[src/usvg_pkg.sv]
// usvg_pkg: shared constants, types, sine table and helper functions for the
// UV sphere vertex generator. No dependencies.
`default_nettype none

package usvg_pkg;

    localparam int COUNT_BITS   = 10;
    localparam int CFG_DIV_BITS = 10;
    localparam int RADIUS_BITS  = 16;
    localparam int SINE_BITS    = 8;
    localparam int QSTEPS       = 1 << SINE_BITS;
    localparam int ANGLE_BITS   = SINE_BITS + 2;
    localparam int FRAC_BITS    = 17;
    localparam int QUO_BITS     = FRAC_BITS + 1;
    localparam int STEP_BITS    = $clog2(FRAC_BITS + 1);
    localparam int PROD_BITS    = 49;
    localparam int PA_SHIFT     = FRAC_BITS - SINE_BITS - 1;
    localparam int TA_SHIFT     = FRAC_BITS - SINE_BITS - 2;
    localparam int CFG_IDX_BITS = 2;
    localparam int COUNT_MAX    = (1 << COUNT_BITS) - 1;

    typedef enum logic [CFG_IDX_BITS-1:0] {
        REG_RADIUS = 2'd0,
        REG_STACKS = 2'd1,
        REG_SLICES = 2'd2
    } cfg_reg_t;

    typedef logic signed [15:0] sine_t;
    typedef sine_t rom_t [QSTEPS+1];

    typedef struct packed {
        logic start;
        logic div_step;
        logic look;
        logic mul1;
        logic mul2;
        logic load_out;
    } cmd_t;

    typedef struct packed {
        logic div_done;
        logic out_free;
    } status_t;

    function automatic longint unsigned const_div(
        input longint unsigned n,
        input longint unsigned d
    );
        longint unsigned q;
        longint unsigned r;
        q = '0;
        r = '0;
        for (int b = 63; b >= 0; b--)
        begin
            r = {r[62:0], n[b]};
            if (r >= d)
            begin
                r    = r - d;
                q[b] = 1'b1;
            end
        end
        return q;
    endfunction

    function automatic rom_t build_rom();
        rom_t               rom;
        longint unsigned    x;
        longint unsigned    x2;
        longint unsigned    term;
        longint             sum;
        for (int i = 0; i <= QSTEPS; i++)
        begin
            x    = (64'd1686629713 * longint'(i) + longint'(QSTEPS >> 1)) >> SINE_BITS;
            x2   = (x * x) >> 30;
            term = x;
            sum  = longint'(x);
            for (int k = 1; k <= 7; k++)
            begin
                term = (term * x2) >> 30;
                term = const_div(term, longint'((2 * k) * (2 * k + 1)));
                if (k[0])
                    sum = sum - longint'(term);
                else
                    sum = sum + longint'(term);
            end
            if (sum < 0)
                sum = 0;
            rom[i] = sine_t'((longint'(sum) + 64'd32768) >> 16);
        end
        return rom;
    endfunction

    localparam rom_t SINE_ROM = build_rom();

    function automatic sine_t sin_lookup(input logic [ANGLE_BITS-1:0] a);
        logic [1:0]           quad;
        logic [SINE_BITS-1:0] r;
        logic [SINE_BITS:0]   idx;
        sine_t                val;
        quad = a[ANGLE_BITS-1:SINE_BITS];
        r    = a[SINE_BITS-1:0];
        if (quad[0])
            idx = (SINE_BITS+1)'(QSTEPS) - {1'b0, r};
        else
            idx = {1'b0, r};
        val = SINE_ROM[idx];
        return quad[1] ? -val : val;
    endfunction

    function automatic logic signed [PROD_BITS-1:0] round_shift(
        input logic signed [PROD_BITS-1:0] v,
        input int                          sh
    );
        logic [PROD_BITS-1:0] mag;
        logic [PROD_BITS-1:0] q;
        mag = v[PROD_BITS-1] ? PROD_BITS'(-v) : PROD_BITS'(v);
        q   = (mag + (PROD_BITS'(1) << (sh - 1))) >> sh;
        return v[PROD_BITS-1] ? -$signed(q) : $signed(q);
    endfunction

    function automatic logic [COUNT_BITS-1:0] eff_div(input logic [CFG_DIV_BITS-1:0] d);
        logic [COUNT_BITS-1:0] r;
        if (d == '0)
            r = COUNT_BITS'(1);
        else if (32'(d) > COUNT_MAX)
            r = COUNT_BITS'(COUNT_MAX);
        else
            r = COUNT_BITS'(d);
        return r;
    endfunction

endpackage

`default_nettype wire

[src/usvg_ctrl.sv]
// usvg_ctrl: sequencing state machine for one vertex word.
// Depends on usvg_pkg.
`default_nettype none

module usvg_ctrl (
    input  wire logic             clk,
    input  wire logic             rst_n,
    input  wire logic             req_valid,
    output logic                  req_ready,
    output usvg_pkg::cmd_t        cmd,
    input  wire usvg_pkg::status_t status
);

    typedef enum logic [5:0] {
        ST_IDLE = 6'b000001,
        ST_DIV  = 6'b000010,
        ST_LOOK = 6'b000100,
        ST_MUL1 = 6'b001000,
        ST_MUL2 = 6'b010000,
        ST_FIN  = 6'b100000
    } state_t;

    state_t state_reg;
    state_t state_next;

    assign req_ready = (state_reg == ST_IDLE);

    always_comb
    begin
        state_next = state_reg;
        cmd        = '0;
        unique case (state_reg)
            ST_IDLE:
            begin
                if (req_valid)
                begin
                    cmd.start  = 1'b1;
                    state_next = ST_DIV;
                end
            end
            ST_DIV:
            begin
                if (status.div_done)
                    state_next = ST_LOOK;
                else
                    cmd.div_step = 1'b1;
            end
            ST_LOOK:
            begin
                cmd.look   = 1'b1;
                state_next = ST_MUL1;
            end
            ST_MUL1:
            begin
                cmd.mul1   = 1'b1;
                state_next = ST_MUL2;
            end
            ST_MUL2:
            begin
                cmd.mul2   = 1'b1;
                state_next = ST_FIN;
            end
            ST_FIN:
            begin
                if (status.out_free)
                begin
                    cmd.load_out = 1'b1;
                    state_next   = ST_IDLE;
                end
            end
            default:
            begin
                state_next = ST_IDLE;
            end
        endcase
    end

    always_ff @(posedge clk or negedge rst_n)
    begin
        if (!rst_n)
            state_reg <= ST_IDLE;
        else
            state_reg <= state_next;
    end

    a_accept_to_div: assert property (@(posedge clk) disable iff (!rst_n)
        req_valid && req_ready |=> state_reg == ST_DIV)
        else $error("accepted word did not start division");

    a_div_to_look: assert property (@(posedge clk) disable iff (!rst_n)
        state_reg == ST_DIV && status.div_done |=> state_reg == ST_LOOK)
        else $error("division end not followed by lookup");

    a_fin_to_idle: assert property (@(posedge clk) disable iff (!rst_n)
        state_reg == ST_FIN && status.out_free |=> state_reg == ST_IDLE)
        else $error("result load did not return to idle");

endmodule

`default_nettype wire

[config.mk]
export PLATFORM = sky130hd
export DESIGN_NAME = usvg_ctrl
export DESIGN_NICKNAME = d
export VERILOG_FILES = /design/src/usvg_pkg.sv /design/src/usvg_ctrl.sv
export SDC_FILE = /design/constraint.sdc
export NUM_CORES = 1
export LEC_CHECK = 0
export ABC_CLOCK_PERIOD_IN_PS = 4300
export BUFFER_PORTS_ARGS = -buffer_cell sky130_fd_sc_hd__buf_2
export CORE_AREA = 2 2 39 41
export DETAILED_ROUTE_END_ITERATION = 10
export DIE_AREA = 0 0 41 43
export SYNTH_ARGS = -nofsm -noshare
export SYNTH_HDL_FRONTEND = slang
export SYNTH_SLANG_ARGS = --single-unit
[constraint.sdc]
create_clock -name clk -period 4.3 [get_ports clk]
set_clock_uncertainty 0.1 [all_clocks]
set_input_delay 0.215 -clock clk [delete_from_list [all_inputs] [get_ports clk]]
set_output_delay 0.215 -clock clk [all_outputs]
set_load 0.005 [all_outputs]
======== Yosys cells after proc, flatten, opt, wreduce, memory -nomap -nowiden ========
Index checks and enable logic that the tools add are counted.
operators by class
  reductions and logical operators ........ 1
  equality and inequality tests ........... 9
  multiplexer cells ....................... 13
operators by type and width
  cell                number
  $pmux 6 s6          1
  $mux 6              3
  $mux 1              9
  $eq 6x1->1 const B  1
  $eq 6x2->1 const B  1
  $eq 6x3->1 const B  1
  $eq 6x4->1 const B  1
  $eq 6x5->1 const B  1
  $eq 6x6->1 const B  1
  $ne 2x2->1 const B  3
  $reduce_and 3->1    1
word-level totals
  logic and storage cells ................. 24
  bits in registers ....................... 6
  output and inout bits ................... 7

======== Longest topological paths before layout ========
  depth in word-level cells ............... 3
  mapped depth ............................ 4
  gate-level depth less buffers ........... 4

======== Least setup slack after synthesis ========
Ideal clock, no wire load.
  path kind ............................... reg-to-output
  start point ............................. register state_reg[4]
  end point ............................... output port cmd[5] in the netlist's numbering
  setup slack ............................. 2635 ps
  cell stages (with the launch flop) ...... 4
  arrival ................................. 1350 ps
  required time ........................... 3985 ps
  path through ............................ dfrtp_1 or3_4 nor4b_1 and2_1
RTL lines
  what                    RTL line         source
  from (decl)             usvg_ctrl.sv:23  state_t state_reg;
  from (signal assigned)  usvg_ctrl.sv:83  state_reg <= state_next;
  to (decl)               usvg_ctrl.sv:10  output usvg_pkg::cmd_t cmd,

==> impl_results.md <==
* Outcome: finished, final reports clean
* DIE HEIGHT at 43 um
* Seq/Total Area, Yosys at 42.6%
* Synth Register Bits at 6
* CP startpoint kind: flip-flop
* Least-Margin Pin Slew at approximately 0.31 ns
* Routed WL per cell at around 11 um
* Tightest Hold Check Type: input pin to flip-flop
* Row cnt at 14
* Maximum VDD drop at between 0.0002 and 0.00025 V
* Fin. Hold Viols at 0
* Clk sinks at 6
* Max-slew violations at 0
* Worst Path Required at around 4.0 ns
* Synthesis-to-finish area growth at 31.3%
* Cells after synthesis at 38
* Critical path depth at 4
* Ant diodes at 0
* Post-synthesis instance area at between 300 and 400 um2
* CP delay by family, top: simple AND/OR/NAND/NOR gates
* Global-route wire length before repair at around 1400 um
* Met2 usage at 16.9%
* Slowest cell on crit path: dfrtp_1
* Worst path cell trace: or3_4, or4_4, nor2_1, buf_2
* Core Area at 0.00138 mm2
* Total Wirelength at roughly 800 um
* Reg-to-reg endpoint: state_reg[0]$_DFFE_PN1P_
* Cell variety after synth at 22
* Final setup viols at 0
* ANT nets after route at 0
* Largest net degree at the start of global routing at 9
* IO Pins at 12
* CTS tree: built
* WS Path Type: flip-flop to output port
* Syn Nets at 43
* PwrDens at about 470 mW/mm2
* Met3 Use GR at 6.28%
* Cts bufs inserted at 3
* Drt first pass iters at 2
* Nets at 60
* Worst-path clk slew at ~0.05 ns
* Slowest stage delay, CP at ~0.43 ns
* CP Capture Type: output port
* Worst setup startpoint: state_reg[4]$_DFFE_PN0P_
* Clk_lat worst skew at about 0.25 ns
* Final cycle utilization of the critical path at 48.1%
* Critical path endpoint: cmd[4]
* GR Overflow Total at 0
* GPL Wtd Cong at roughly 0.75
* Proportion of layout cells with a drive suffix above 1 at 35.2%
* Critical path arrival at roughly 1.8 ns
* GRT Total Usage at 11.7%
* Internal power at ~140 uW
* Die area at between 0.0015 and 0.002 mm2
* Gr busiest metal: met2
* Vias in the first global route at ~350
* Setup_tns at 0 ns
* Via count at 351
* Met1 Use GR at ~15%
* Comb pwr share at approximately a third
* WP buf/inv at 1
* Worst r2r path cells at 4
* DRT iter0 DRCs at 5
* Peak Freq at 484 MHz
* Max_cap viols at 0
* Initial Utilization at 25.7%
* PortBufs at 11
* Clock Tree Root: clkbuf_4
* Clock Path Buffers at 2
* Die width at about 40 um
* Vias per Instance at ~5
* DRC viols at 0
* Static Leak at 0.000223 uW
* Placement-stage worst setup slack at around 2.5 ns
* Clk pwr share at 26.2%
* Post_cts resized at 0
* Max-slew headroom at between 70% and 80%
* Syn Area/Cell at between 9 and 10 um2
* Hold_sp: status[1]
* Critical-path maximum fanout at 7
* Unrepaired setup endpoints after global routing: no
* Max reg flops at 6
* CTS H-tree lvls at 1
* Seq pwr share at between 30% and 40%
* YS warnings at 0
* Switching Fraction at around 35%
* Fin crit period at 2.07 ns
* Final worst slack at approximately 2.2 ns
* Initial antenna violation count at 0
* P_sw at between 70 and 80 uW
* Setup slack, reg-to-reg at 2.59 ns
* Startpoint of the worst register-to-register path: state_reg[4]$_DFFE_PN0P_
power by group through the flow:
stage | combinational (uW) | sequential [uW] | clock, uW
3_5_place_dp | 76.1 | 86.6 | 0
4_1_cts | 77.1 | 85.7 | 60.1
3_3_place_gp | 74.7 | 86.7 | 0
6_report | 76.2 | 86.4 | 57.7
2_1_floorplan | 53.5 | 82.8 | 0
5_1_grt | 87.7 | 88.2 | 62.1
what timing repair did:
action | CTS | global route
endpoints found under the hold margin | 6 | 0
setup buffers | 0 | 0
setup endpoints to repair | 0 | 0
hold buffers | 1 | 0
how the worst min path moves through the flow:
stage                                     to  depth (start not counted)  slack, ns
floorplan           state_reg[1]$_DFFE_PN0P_                          0      -0.18
global placement    state_reg[4]$_DFFE_PN0P_                          1      -0.05
detailed placement  state_reg[4]$_DFFE_PN0P_                          1      -0.05
CTS                 state_reg[2]$_DFFE_PN0P_                          3       0.11
global route        state_reg[2]$_DFFE_PN0P_                          3       0.14
finish              state_reg[2]$_DFFE_PN0P_                          3       0.11
stage by stage:
step	util (%)	area [um2]	hold WS (ns)	total power (uW)	std cells
after floorplan	-	355	-0.181	136	38
after global placement	31.1	430	-0.0498	161	65
after detailed placement	31.1	430	-0.0527	163	65
after CTS	33.7	467	0.107	223	70
after global routing	33.7	467	0.137	238	70
final	33.7	467	0.109	220	70
worst register-to-register path, stage by stage (launching register included):
cell and delay [ns]:
dfrtp_1 0.43, or3_4 0.43, or4_4 0.43, or4b_1 0.19, a21oi_1 0.04
area by class of cell:
| class | instances | area (um2) |
|---|---|---|
| multi-input cells | 29 | 193 |
| flip-flops and latches | 6 | 151 |
| clock buffers | 4 | 26.3 |
| fillers | 140 | 917 |
| well taps | 16 | 20.0 |
| inverters | 3 | 11.3 |
| repair buffers | 12 | 65.1 |
cell families (layout without fill, tap and decap cells):
group	Yosys count	count (layout)	share of synthesized area [%]
and+or+nand+nor	24	24	46.8
DFF	6	6	42.6
AOI/OAI and AO/OA	5	5	7.40
buffers and inverters	3	19	3.17
cells in the final DEF (no fill, tap or decap):
cell and count:
a21oi_1 4, a31oi_1 1, and2_1 1, and4_1 2
and4b_1 1, and4b_4 1, buf_2 11, clkbuf_1 1
clkbuf_4 3, dfrtp_1 5, dfstp_2 1, dlygate4sd3_1 1
inv_1 3, nand2_1 1, nand3_1 1, nor2_1 5
nor2_2 1, nor3_1 2, nor4_1 1, nor4b_1 1
or2b_1 1, or3_1 2, or3_4 1, or4_1 1
or4_4 1, or4b_1 1
Yosys cell counts:
master / n / area [um2]
and4_1: 2 / 17.5
nand3_1: 1 / 5.00
or4_4: 1 / 11.3
nor2_2: 1 / 6.26
and4b_4: 1 / 13.8
a21oi_1: 4 / 20.0
nor2_1: 5 / 18.8
dfrtp_1: 5 / 125
and2_1: 1 / 6.26
a31oi_1: 1 / 6.26
nor4_1: 1 / 6.26
and4b_1: 1 / 10.0
or2b_1: 1 / 7.51
nor3_1: 2 / 10.0
nor4b_1: 1 / 8.76
or4b_1: 1 / 10.0
or3_4: 1 / 11.3
or3_1: 2 / 12.5
inv_1: 3 / 11.3
nand2_1: 1 / 3.75
or4_1: 1 / 7.51
dfstp_2: 1 / 26.3
routing by layer:
metal	up-vias	wire [um]
met1	170	333
met2	7	424
li1	174	-
met4	0	0
met5	-	0
met3	0	46
No activity file was read; power rests on OpenSTA's default activity.
